--- config.mk ---
export PLATFORM = sky130hd
export DESIGN_NAME = tree_q_learning_step_top_flat
export DESIGN_NICKNAME = d
export VERILOG_FILES = /design/src/rtl/tqls_pkg.sv /design/src/rtl/tqls_ifs.sv /design/src/rtl/tree_q_learning_step_top.sv /design/src/rtl/tqls_ram.sv /design/src/rtl/tqls_cfg.sv /design/src/rtl/tqls_mul.sv /design/src/flat_wrapper.sv
export SDC_FILE = /design/constraint.sdc
export NUM_CORES = 2
export LEC_CHECK = 0
export ABC_AREA = 0
export BUFFER_PORTS_ARGS = -buffer_cell sky130_fd_sc_hd__buf_2
export CAP_MARGIN = 20
export CORE_UTILIZATION = 49
export CTS_BUF_LIST = sky130_fd_sc_hd__clkbuf_8
export CTS_CLUSTER_DIAMETER = 30
export DETAILED_ROUTE_END_ITERATION = 10
export HOLD_SLACK_MARGIN = 0.06
export PLACE_DENSITY = 0.65
export SYNTH_ARGS = -nofsm -noshare
export SYNTH_HDL_FRONTEND = slang
export SYNTH_SLANG_ARGS = --single-unit
export TNS_END_PERCENT = 20
--- constraint.sdc ---
create_clock -name clk -period 11.3 [get_ports clk]
set_clock_uncertainty 0.1 [all_clocks]
set_input_delay 0.565 -clock clk [delete_from_list [all_inputs] [get_ports clk]]
set_output_delay 0.565 -clock clk [all_outputs]
set_load 0.01 [all_outputs]
--- src/rtl/tqls_pkg.sv ---
// Shared widths, register codes, reset values and types of the tree Q-learning step block.
package tqls_pkg;

  localparam int Q_W     = 10;
  localparam int FRAC_W  = 16;
  localparam int NODE_W  = 4;
  localparam int CFG_W   = 16;
  localparam int CFG_IDX_W = 3;

  // Shared multiplier: 17 bit unsigned-as-signed by 27 bit signed.
  localparam int MUL_B_W = 27;
  localparam int MUL_P_W = FRAC_W + 1 + MUL_B_W;

  localparam logic [CFG_IDX_W-1:0] CFG_LEARN_RATE   = 3'd0;
  localparam logic [CFG_IDX_W-1:0] CFG_DISCOUNT     = 3'd1;
  localparam logic [CFG_IDX_W-1:0] CFG_EXPLORE      = 3'd2;
  localparam logic [CFG_IDX_W-1:0] CFG_REWARD_VALUE = 3'd3;
  localparam logic [CFG_IDX_W-1:0] CFG_REWARD_NODE  = 3'd4;

  localparam logic [FRAC_W-1:0] LEARN_RATE_RST   = 16'd6554;
  localparam logic [FRAC_W-1:0] DISCOUNT_RST     = 16'd58982;
  localparam logic [FRAC_W-1:0] EXPLORE_RST      = 16'd19661;
  localparam logic [Q_W-1:0]    REWARD_VALUE_RST = 10'd1000;
  localparam logic [NODE_W-1:0] REWARD_NODE_RST  = 4'd14;

  localparam logic KIND_LOAD = 1'b0;
  localparam logic KIND_STEP = 1'b1;

  typedef struct packed {
    logic [FRAC_W-1:0] learn_rate;
    logic [FRAC_W-1:0] discount;
    logic [FRAC_W-1:0] explore_threshold;
    logic [Q_W-1:0]    reward_value;
    logic [NODE_W-1:0] reward_node;
  } cfg_regs_t;

endpackage

--- src/rtl/tqls_ifs.sv ---
// Request and result channel interfaces of the tree Q-learning step block.
interface tqls_item_if;
  logic                        valid;
  logic                        ready;
  logic                        kind;
  logic [tqls_pkg::NODE_W-1:0] load_index;
  logic [tqls_pkg::Q_W-1:0]    load_value;
  logic [tqls_pkg::FRAC_W-1:0] chance;
  logic                        direction;

  modport source (output valid, kind, load_index, load_value, chance, direction,
                  input ready);
  modport sink (input valid, kind, load_index, load_value, chance, direction,
                output ready);
endinterface

interface tqls_result_if;
  logic                        valid;
  logic                        ready;
  logic [tqls_pkg::NODE_W-1:0] node;
  logic [tqls_pkg::Q_W-1:0]    new_q;
  logic                        episode_done;

  modport source (output valid, node, new_q, episode_done, input ready);
  modport sink (input valid, node, new_q, episode_done, output ready);
endinterface

--- src/rtl/tree_q_learning_step_top.sv ---
// Top level of the tree Q-learning step block: sequencer, Q table and update path.
//
// Usage
//   items   : request channel (valid/ready). kind 0 loads one Q-table entry,
//             kind 1 takes one epsilon-greedy step down the binary tree.
//   results : one result per request: node, stored Q value, episode_done.
//   write_en/write_index/write_data : configuration writes, taken at any edge
//             with write_en high; write only while no request is in flight.
// Timing
//   items.ready is high only while the sequencer is idle and rst is low.
//   A load goes from idle straight to write-back, where the result register is loaded;
//   an inner-node step first passes S_RIGHT, S_PICK, S_CHILD_A, S_CHILD_B, S_GAMMA,
//   S_ALPHA; a leaf step skips S_CHILD_B and S_GAMMA. The states are set by the single
//   RAM read port (two child reads, the chosen node, its two children) and by the
//   one multiplier used twice in turn (gamma * max child, then alpha * difference).
//   A finished result sits in the output register; the next request is taken
//   meanwhile, and the sequencer only waits at write-back if that register is
//   still full because the receiver stalls.
// Reset
//   rst (synchronous) restores the register defaults, marks every table entry
//   as never written (reads as zero), and puts the walk at the root.
module tree_q_learning_step_top #(
  parameter int TREE_DEPTH = 3,
  parameter int NODE_COUNT = 15
) (
  input  logic                           clk,
  input  logic                           rst,
  tqls_item_if.sink                      items,
  tqls_result_if.source                  results,
  input  logic                           write_en,
  input  logic [tqls_pkg::CFG_IDX_W-1:0] write_index,
  input  logic [tqls_pkg::CFG_W-1:0]     write_data
);

  localparam int IDX_W      = TREE_DEPTH + 1;          // any node index met in a step
  localparam int CUR_W      = TREE_DEPTH;              // current node is always inner
  localparam int ADDR_W     = $clog2(NODE_COUNT);
  localparam int SC_W       = $clog2(TREE_DEPTH + 1);
  localparam int LEAF_FIRST = (2 ** TREE_DEPTH) - 1;
  localparam int Q_W        = tqls_pkg::Q_W;
  localparam int T_W        = Q_W + tqls_pkg::FRAC_W;  // target, 16 fraction bits
  localparam int P_W        = tqls_pkg::MUL_P_W;
  localparam int TOT_W      = P_W + 1;

  typedef enum logic [8:0] {
    S_IDLE    = 9'b000000001,
    S_RIGHT   = 9'b000000010,
    S_PICK    = 9'b000000100,
    S_CHILD_A = 9'b000001000,
    S_CHILD_B = 9'b000010000,
    S_GAMMA   = 9'b000100000,
    S_ALPHA   = 9'b001000000,
    S_WRITE   = 9'b010000000,
    S_SPARE   = 9'b100000000
  } state_t;

  tqls_pkg::cfg_regs_t cfg;

  state_t state, state_next;

  // walk state
  logic [CUR_W-1:0] current_node;
  logic [SC_W-1:0]  step_count;

  // latched request
  logic                        req_kind;
  logic [tqls_pkg::NODE_W-1:0] req_index;
  logic [Q_W-1:0]              req_value;
  logic                        req_explore;
  logic                        req_dir;

  // step working registers
  logic [IDX_W-1:0] sel_node, sel_node_next;
  logic [Q_W-1:0]   q_left, q_sel, q_child_a;

  // table read path
  logic [IDX_W-1:0]  rd_idx;
  logic              rd_ok;
  logic [Q_W-1:0]    ram_rdata, q_rd;
  logic [NODE_COUNT-1:0] written;

  // table write path
  logic              wr_en;
  logic [ADDR_W-1:0] wr_addr;
  logic [Q_W-1:0]    wr_data;

  // shared multiplier
  logic                              mul_en;
  logic [tqls_pkg::FRAC_W-1:0]       mul_a;
  logic signed [tqls_pkg::MUL_B_W-1:0] mul_b;
  logic signed [P_W-1:0]             mul_p;

  // output register
  logic                        out_valid;
  logic [tqls_pkg::NODE_W-1:0] out_node;
  logic [Q_W-1:0]              out_q;
  logic                        out_done;

  logic [IDX_W-1:0] left_idx, right_idx, child_a_idx, child_b_idx;
  logic             sel_leaf, sel_reward, sel_in_table, load_in_table;
  logic [Q_W-1:0]   q_max;
  logic [T_W-1:0]   target;
  logic signed [tqls_pkg::MUL_B_W-1:0] diff;
  logic signed [TOT_W-1:0] total;
  logic [Q_W-1:0]   new_q;
  logic             out_free, wb_go, accept;
  logic [SC_W-1:0]  sc_inc;
  logic             ep_done;

  tqls_cfg u_cfg (
    .clk         (clk),
    .rst         (rst),
    .write_en    (write_en),
    .write_index (write_index),
    .write_data  (write_data),
    .regs        (cfg)
  );

  tqls_ram #(.WIDTH(Q_W), .DEPTH(NODE_COUNT)) u_qtab (
    .clk   (clk),
    .we    (wr_en),
    .waddr (wr_addr),
    .wdata (wr_data),
    .raddr (ADDR_W'(rd_idx)),
    .rdata (ram_rdata)
  );

  tqls_mul u_mul (
    .clk (clk),
    .en  (mul_en),
    .a   (mul_a),
    .b   (mul_b),
    .p   (mul_p)
  );

  assign items.ready = (state == S_IDLE) && !rst;
  assign accept      = items.valid && items.ready;

  // Children of the current node and of the chosen node (breadth-first numbering).
  assign left_idx    = IDX_W'({current_node, 1'b1});
  assign right_idx   = IDX_W'({current_node, 1'b0}) + IDX_W'(2);
  assign child_a_idx = IDX_W'({sel_node[CUR_W-1:0], 1'b1});
  assign child_b_idx = IDX_W'({sel_node[CUR_W-1:0], 1'b0}) + IDX_W'(2);

  assign sel_leaf      = 32'(sel_node) >= LEAF_FIRST;
  assign sel_reward    = 32'(sel_node) == 32'(cfg.reward_node);
  assign sel_in_table  = 32'(sel_node) < NODE_COUNT;
  assign load_in_table = 32'(req_index) < NODE_COUNT;

  // never-written or out-of-table entries read as zero
  assign q_rd = rd_ok ? ram_rdata : '0;

  // Greedy pick: left only when strictly larger, a tie goes right.
  always_comb begin
    if (req_explore) begin
      sel_node_next = req_dir ? right_idx : left_idx;
    end else begin
      sel_node_next = (q_left > q_rd) ? left_idx : right_idx;
    end
  end

  // read address by sequencer step
  always_comb begin
    unique case (state)
      S_IDLE:    rd_idx = left_idx;
      S_RIGHT:   rd_idx = right_idx;
      S_PICK:    rd_idx = sel_node_next;
      S_CHILD_A: rd_idx = child_a_idx;
      S_CHILD_B: rd_idx = child_b_idx;
      default:   rd_idx = left_idx;
    endcase
  end

  assign q_max = (q_child_a > q_rd) ? q_child_a : q_rd;

  // Target, 16 fraction bits: gamma*max for inner, reward for the rewarded
  // leaf, the old value itself for any other leaf (which leaves it unchanged).
  always_comb begin
    if (!sel_leaf) begin
      target = mul_p[T_W-1:0];
    end else if (sel_reward) begin
      target = {cfg.reward_value, {tqls_pkg::FRAC_W{1'b0}}};
    end else begin
      target = {q_sel, {tqls_pkg::FRAC_W{1'b0}}};
    end
  end

  assign diff = $signed({1'b0, target}) - $signed({1'b0, q_sel, {tqls_pkg::FRAC_W{1'b0}}});

  // multiplier operands: first pass gamma * max, second pass alpha * diff;
  // the product is frozen from write-back on
  assign mul_en = (state == S_GAMMA) || (state == S_ALPHA);

  always_comb begin
    if (state == S_GAMMA) begin
      mul_a = cfg.discount;
      mul_b = $signed({{(tqls_pkg::MUL_B_W - Q_W){1'b0}}, q_max});
    end else begin
      mul_a = cfg.learn_rate;
      mul_b = diff;
    end
  end

  // q * 2^32 + alpha * diff, floor, clamp to the table range
  assign total = $signed({{(TOT_W - Q_W - 2 * tqls_pkg::FRAC_W){1'b0}}, q_sel,
                          {(2 * tqls_pkg::FRAC_W){1'b0}}})
               + $signed({mul_p[P_W-1], mul_p});

  always_comb begin
    if (total[TOT_W-1]) begin
      new_q = '0;
    end else if (|total[TOT_W-2:Q_W + 2 * tqls_pkg::FRAC_W]) begin
      new_q = '1;
    end else begin
      new_q = total[Q_W + 2 * tqls_pkg::FRAC_W - 1:2 * tqls_pkg::FRAC_W];
    end
  end

  assign out_free = !out_valid || results.ready;
  assign wb_go    = (state == S_WRITE) && out_free;

  assign sc_inc  = step_count + SC_W'(1);
  assign ep_done = (32'(sc_inc) >= TREE_DEPTH) || sel_leaf;

  // table write at write-back
  always_comb begin
    if (req_kind == tqls_pkg::KIND_LOAD) begin
      wr_en   = wb_go && load_in_table;
      wr_addr = ADDR_W'(req_index);
      wr_data = req_value;
    end else begin
      wr_en   = wb_go && sel_in_table;
      wr_addr = ADDR_W'(sel_node);
      wr_data = new_q;
    end
  end

  // sequencer
  always_comb begin
    state_next = state;
    unique case (state)
      S_IDLE: begin
        if (accept) begin
          state_next = (items.kind == tqls_pkg::KIND_LOAD) ? S_WRITE : S_RIGHT;
        end
      end
      S_RIGHT:   state_next = S_PICK;
      S_PICK:    state_next = S_CHILD_A;
      S_CHILD_A: state_next = sel_leaf ? S_ALPHA : S_CHILD_B;
      S_CHILD_B: state_next = S_GAMMA;
      S_GAMMA:   state_next = S_ALPHA;
      S_ALPHA:   state_next = S_WRITE;
      S_WRITE: begin
        if (out_free) begin
          state_next = S_IDLE;
        end
      end
      default:   state_next = S_IDLE;
    endcase
  end

  always_ff @(posedge clk) begin
    if (rst) begin
      state <= S_IDLE;
    end else begin
      state <= state_next;
    end
  end

  // read qualifier travels with the registered RAM data
  always_ff @(posedge clk) begin
    if (rst) begin
      rd_ok <= 1'b0;
    end else begin
      rd_ok <= (32'(rd_idx) < NODE_COUNT) && written[ADDR_W'(rd_idx)];
    end
  end

  always_ff @(posedge clk) begin
    if (rst) begin
      written <= '0;
    end else if (wr_en) begin
      written[wr_addr] <= 1'b1;
    end
  end

  // request latch and step working registers
  always_ff @(posedge clk) begin
    if (accept) begin
      req_kind    <= items.kind;
      req_index   <= items.load_index;
      req_value   <= items.load_value;
      req_explore <= items.chance < cfg.explore_threshold;
      req_dir     <= items.direction;
    end
    if (state == S_RIGHT) begin
      q_left <= q_rd;
    end
    if (state == S_PICK) begin
      sel_node <= sel_node_next;
    end
    if (state == S_CHILD_A) begin
      q_sel <= q_rd;
    end
    if (state == S_CHILD_B) begin
      q_child_a <= q_rd;
    end
  end

  // walk position
  always_ff @(posedge clk) begin
    if (rst) begin
      current_node <= '0;
      step_count   <= '0;
    end else if (wb_go && (req_kind == tqls_pkg::KIND_STEP)) begin
      if (ep_done) begin
        current_node <= '0;
        step_count   <= '0;
      end else begin
        current_node <= sel_node[CUR_W-1:0];
        step_count   <= sc_inc;
      end
    end
  end

  // output register
  always_ff @(posedge clk) begin
    if (rst) begin
      out_valid <= 1'b0;
    end else if (wb_go) begin
      out_valid <= 1'b1;
    end else if (results.ready) begin
      out_valid <= 1'b0;
    end
  end

  always_ff @(posedge clk) begin
    if (wb_go) begin
      if (req_kind == tqls_pkg::KIND_LOAD) begin
        out_node <= req_index;
        out_q    <= load_in_table ? req_value : '0;
        out_done <= 1'b0;
      end else begin
        out_node <= tqls_pkg::NODE_W'(sel_node);
        out_q    <= new_q;
        out_done <= ep_done;
      end
    end
  end

  assign results.valid        = out_valid;
  assign results.node         = out_node;
  assign results.new_q        = out_q;
  assign results.episode_done = out_done;

endmodule

--- src/rtl/tqls_ram.sv ---
// Generic single-write, single-read RAM with registered read data.
module tqls_ram #(
  parameter int WIDTH = 10,
  parameter int DEPTH = 15
) (
  input  logic                     clk,
  input  logic                     we,
  input  logic [$clog2(DEPTH)-1:0] waddr,
  input  logic [WIDTH-1:0]         wdata,
  input  logic [$clog2(DEPTH)-1:0] raddr,
  output logic [WIDTH-1:0]         rdata
);

  logic [WIDTH-1:0] mem [DEPTH];

  always_ff @(posedge clk) begin
    if (we) begin
      mem[waddr] <= wdata;
    end
    rdata <= mem[raddr];
  end

endmodule

--- src/rtl/tqls_cfg.sv ---
// Configuration register file: learn rate, discount, explore threshold, reward.
module tqls_cfg (
  input  logic                           clk,
  input  logic                           rst,
  input  logic                           write_en,
  input  logic [tqls_pkg::CFG_IDX_W-1:0] write_index,
  input  logic [tqls_pkg::CFG_W-1:0]     write_data,
  output tqls_pkg::cfg_regs_t            regs
);

  always_ff @(posedge clk) begin
    if (rst) begin
      regs.learn_rate        <= tqls_pkg::LEARN_RATE_RST;
      regs.discount          <= tqls_pkg::DISCOUNT_RST;
      regs.explore_threshold <= tqls_pkg::EXPLORE_RST;
      regs.reward_value      <= tqls_pkg::REWARD_VALUE_RST;
      regs.reward_node       <= tqls_pkg::REWARD_NODE_RST;
    end else if (write_en) begin
      unique case (write_index)
        tqls_pkg::CFG_LEARN_RATE:   regs.learn_rate        <= write_data;
        tqls_pkg::CFG_DISCOUNT:     regs.discount          <= write_data;
        tqls_pkg::CFG_EXPLORE:      regs.explore_threshold <= write_data;
        tqls_pkg::CFG_REWARD_VALUE: regs.reward_value      <= write_data[tqls_pkg::Q_W-1:0];
        tqls_pkg::CFG_REWARD_NODE:  regs.reward_node       <= write_data[tqls_pkg::NODE_W-1:0];
        default: ; // indexes past the list are ignored
      endcase
    end
  end

endmodule

--- src/rtl/tqls_mul.sv ---
// Shared registered multiplier: unsigned 0.16 fraction times signed operand.
module tqls_mul (
  input  logic                                  clk,
  input  logic                                  en,
  input  logic [tqls_pkg::FRAC_W-1:0]           a,
  input  logic signed [tqls_pkg::MUL_B_W-1:0]   b,
  output logic signed [tqls_pkg::MUL_P_W-1:0]   p
);

  logic signed [tqls_pkg::FRAC_W:0]    a_s;
  logic signed [tqls_pkg::MUL_P_W-1:0] p_comb;

  assign a_s    = $signed({1'b0, a});
  assign p_comb = a_s * b;

  // product holds while en is low
  always_ff @(posedge clk) begin
    if (en) begin
      p <= p_comb;
    end
  end

endmodule
--- src/flat_wrapper.sv ---
// flat-port wrapper written by rule: the top's interface ports become plain ports
module tree_q_learning_step_top_flat 
#(
  parameter int TREE_DEPTH = 3,
  parameter int NODE_COUNT = 15
)
  (clk, rst, write_en, write_index, write_data, items_valid, items_kind, items_load_index, items_load_value, items_chance, items_direction, items_ready, results_valid, results_node, results_new_q, results_episode_done, results_ready);
  tqls_item_if items_i ();
  tqls_result_if results_i ();
  input  logic clk;
  input  logic rst;
  input  logic write_en;
  input  logic [tqls_pkg::CFG_IDX_W-1:0] write_index;
  input  logic [tqls_pkg::CFG_W-1:0] write_data;
  input wire logic [$bits(items_i.valid)-1:0] items_valid;
  input wire logic [$bits(items_i.kind)-1:0] items_kind;
  input wire logic [$bits(items_i.load_index)-1:0] items_load_index;
  input wire logic [$bits(items_i.load_value)-1:0] items_load_value;
  input wire logic [$bits(items_i.chance)-1:0] items_chance;
  input wire logic [$bits(items_i.direction)-1:0] items_direction;
  output wire logic [$bits(items_i.ready)-1:0] items_ready;
  output wire logic [$bits(results_i.valid)-1:0] results_valid;
  output wire logic [$bits(results_i.node)-1:0] results_node;
  output wire logic [$bits(results_i.new_q)-1:0] results_new_q;
  output wire logic [$bits(results_i.episode_done)-1:0] results_episode_done;
  input wire logic [$bits(results_i.ready)-1:0] results_ready;
  assign items_i.valid = items_valid;
  assign items_i.kind = items_kind;
  assign items_i.load_index = items_load_index;
  assign items_i.load_value = items_load_value;
  assign items_i.chance = items_chance;
  assign items_i.direction = items_direction;
  assign items_ready = items_i.ready;
  assign results_valid = results_i.valid;
  assign results_node = results_i.node;
  assign results_new_q = results_i.new_q;
  assign results_episode_done = results_i.episode_done;
  assign results_i.ready = results_ready;
  tree_q_learning_step_top #(.TREE_DEPTH(TREE_DEPTH), .NODE_COUNT(NODE_COUNT)) u_core (.clk(clk), .rst(rst), .items(items_i), .results(results_i), .write_en(write_en), .write_index(write_index), .write_data(write_data));
endmodule
==> flow_metrics.env <==
export IMPL_synth_seq_cells=356
export IMPL_start_kind="register"
export IMPL_cts_tree="done"
export IMPL_core_area_um2=63430
export IMPL_grt_max_degree=89
export IMPL_fp_dieH_um=256.0
export IMPL_antenna_found_initial=1
export IMPL_fmax_mhz=96.55
export IMPL_fin_tns_setup_ps=0
export IMPL_dieWidth_um=256.0
export IMPL_clk_pin_slew_ps=60
export IMPL_cp_data_arrival_time_ps=10600
export IMPL_ctsResizeCount=0
export IMPL_dp_hpwl_mm=67.97
export IMPL_overflow=0
export IMPL_layout_common_cells="inv_1, nand2_1, fa_1, nor2_1, edfxtp_1"
export IMPL_avgSynthCellArea_um2=9.503
export IMPL_wire_per_inst_um=20.65
export IMPL_r2r_cells=34
export IMPL_firstDrtPassIters=7
export IMPL_rows=92
export IMPL_clock_root_buffer="clkbuf_8"
export IMPL_seq_area_frac_synth=0.3058
export IMPL_crit_path_end="u_core.u_mul.p[43]"
export IMPL_wl_mm=89.29
export IMPL_fin_crit_sh=0.9165
export IMPL_holdCritPathClass="input pin to register"
export IMPL_ctsHtreeMaxLevel=3
export IMPL_drc=0
export IMPL_synth_edff_count=254
export IMPL_cp_end_kind="register"
export IMPL_max_stage_delay_ps=700
export IMPL_setup_viol=0
export IMPL_crit_path_frequent_cell="fa_1"
export IMPL_min_period_ps=10360
export IMPL_cts_sinks=356
export IMPL_cts_hold_buffers=15
export IMPL_layout_commonest_cell="inv_1"
export IMPL_ant_nets=0
export IMPL_synth_ff_type="edfxtp_1"
export IMPL_finalHoldViolations=0
export IMPL_synth_cells=3327
export IMPL_post_cts_buffers=0
export IMPL_critPathKind="register to register"
export IMPL_area_growth_pct=9.739
export IMPL_drive_gt1_frac=0.08717
export IMPL_grt_pass1_wl_mm=139.8
export IMPL_placed_cells=4165
export IMPL_rsz0062_at_grt="false"
export IMPL_critPathMaxFanout=11
export IMPL_netlist_area_um2=31620
export IMPL_relSlewSlack=0.2607
export IMPL_clock_path_buffers=3
export IMPL_cpMaxStageDelayCell="fa_1"
export IMPL_drtIter0Drc=2001
export IMPL_tightest_slew_ps=1109
export IMPL_finalMaxSlewViolations=0
export IMPL_ys_warn_count=0
export IMPL_ir_drop_mv=0.6549
export IMPL_r2r_end="u_core.u_mul.p[43]"
export IMPL_async_flop_share=0
export IMPL_r2r_start="u_core.sel_node[2]"
export IMPL_cts_buffers=73
export IMPL_synth_nets=3969
export IMPL_io_pins=73
export IMPL_ys_types=78
export IMPL_dieArea_um2=65550
export IMPL_grt_use_total=0.2782
export IMPL_clk_latency_ps=610
export IMPL_nets=4058
export IMPL_status="finished clean"
export IMPL_io_buffers=72
export IMPL_drv_cap=0
export IMPL_rrSetupSlack_ps=940
export IMPL_power_density_nw_per_um2=161.3
export IMPL_p_leak_nw=15.70
export IMPL_vias_per_cell=5.500
export IMPL_gp_congestion=0.9394
export IMPL_startpoint="u_core.sel_node[2]"
export IMPL_start_util=0.4985
export IMPL_vias=23790
export IMPL_required_ps=11550
export IMPL_stdcell_count=4325
export IMPL_grt_pass1_vias=24140
[logic make-up (layout without fill, tap and decap cells)]
group | after synthesis | after routing | synth area share
mux | 38 | 38 | 0.01239
buf+inv | 737 | 886 | 0.09023
simple gates | 1140 | 1140 | 0.1597
compound gates | 421 | 421 | 0.08643
xor+xnor | 49 | 49 | 0.01357
other cells | 0 | 3 | 0
flops | 356 | 356 | 0.3058
fa+ha+maj | 586 | 586 | 0.3319
[where the power goes]
group	total, mW	leakage (nW)	internal (mW)	switching, mW
Combinational	2.62	11.7	1.06	1.56
Clock	1.45	0.861	0.846	0.602
Sequential	1.53	3.09	1.51	0.0149
Total	5.60	15.7	3.41	2.18
[flip-flops by register name, summed over array words and instances (netlist names), 2 cells and up]
register and cells:
u_core.req_value 10, u_core.results.new_q 10, u_core.q_left 10, u_core.q_child_a 10
u_core.req_index 4, u_core.u_qtab.rdata 10, u_core.q_sel 10, u_core.written 15
u_core.u_mul.p 38, u_core.u_cfg.regs 62, u_core.current_node 3, u_core.sel_node 4
u_core.results.node 4, u_core.step_count 2, u_core.u_qtab.mem 150, u_core.state 8
[critical path: cells and delay by family (launching register included)]
kind	cells	cell delay (ps)
flip-flops	1	530
XOR/XNOR	2	330
AND/OR/NAND/NOR	4	960
multiplexers	1	280
adder cells (fa/ha/maj)	9	4250
buffers and inverters	4	560
AO/OA/AOI/OAI	14	3080
[synth_stat cells, types with 10 or more instances]
cell type / count / share of area
nand2b_1: 26 / 0.0051
a211o_1: 12 / 0.0033
ha_1: 165 / 0.065
xnor2_1: 37 / 0.010
xor2_1: 12 / 0.0033
clkbuf_1: 110 / 0.013
a31oi_1: 15 / 0.0030
nor2b_1: 21 / 0.0042
o31ai_2: 10 / 0.0040
nand3b_1: 35 / 0.0083
a21o_1: 33 / 0.0078
edfxtp_1: 254 / 0.24
o21a_1: 24 / 0.0057
buf_2: 10 / 0.0016
a21oi_1: 128 / 0.020
o22ai_1: 21 / 0.0042
and2_1: 48 / 0.0095
mux2i_1: 32 / 0.010
o21ai_0: 85 / 0.013
nand2_1: 557 / 0.066
nor2_1: 263 / 0.031
dfxtp_1: 102 / 0.065
or3_1: 11 / 0.0022
and3_1: 25 / 0.0049
nor3_1: 35 / 0.0055
nand3_1: 64 / 0.010
fa_1: 421 / 0.27
a21oi_2: 10 / 0.0028
nand4_1: 18 / 0.0036
a222oi_1: 10 / 0.0032
inv_1: 602 / 0.071
[cell type report]
cell class	instances	area [um^2]
fill	5666	28730
multi-input combinational	2234	19130
sequential	356	9669
inverter	603	2268
clock buffer	80	1101
tap	846	1059
timing repair buffer	148	979.7
clock inverter	55	483.0
antenna	3	7.507
[through the flow]
step           total power, mW  hold slack [ps]  instance area (um^2)  utilization  setup slack (ps)
3_5_place_dp             4.125            349.4                 32900       0.5187              1058
5_1_grt                  5.992            103.4                 34690       0.5469             193.1
4_1_cts                  5.590            70.00                 34630       0.5460              1014
3_3_place_gp             4.117            343.4                 32860       0.5181              1146
6_report                 5.596            100.4                 34700       0.5470             943.1
2_1_floorplan            3.472            331.8                 31620            -              2057
[layer usage]
metal	vias up	GRT usage	part of all wire
li1	10820	-	-
met4	2	0.08583	0.029
met5	-	0	0.00015
met2	994	0.4297	0.45
met1	11800	0.4003	0.44
met3	169	0.04753	0.082
[worst min-delay path by stage]
| stage | start | end | slack [ps] | cells after the start |
|---|---|---|---|---|
| detailed placement | u_core.u_cfg.regs[34] | u_core.u_cfg.regs[34] | 350 | 2 |
| global route | write_data[10] | u_core.u_cfg.regs[24] | 100 | 2 |
| finish | write_data[10] | u_core.u_cfg.regs[24] | 100 | 2 |
| CTS | write_data[10] | u_core.u_cfg.regs[24] | 70 | 2 |
| global placement | u_core.u_cfg.regs[29] | u_core.u_cfg.regs[29] | 340 | 2 |
| floorplan | u_core.written[14] | u_core.written[14] | 330 | 2 |
Power figures use the tool's default switching activity.
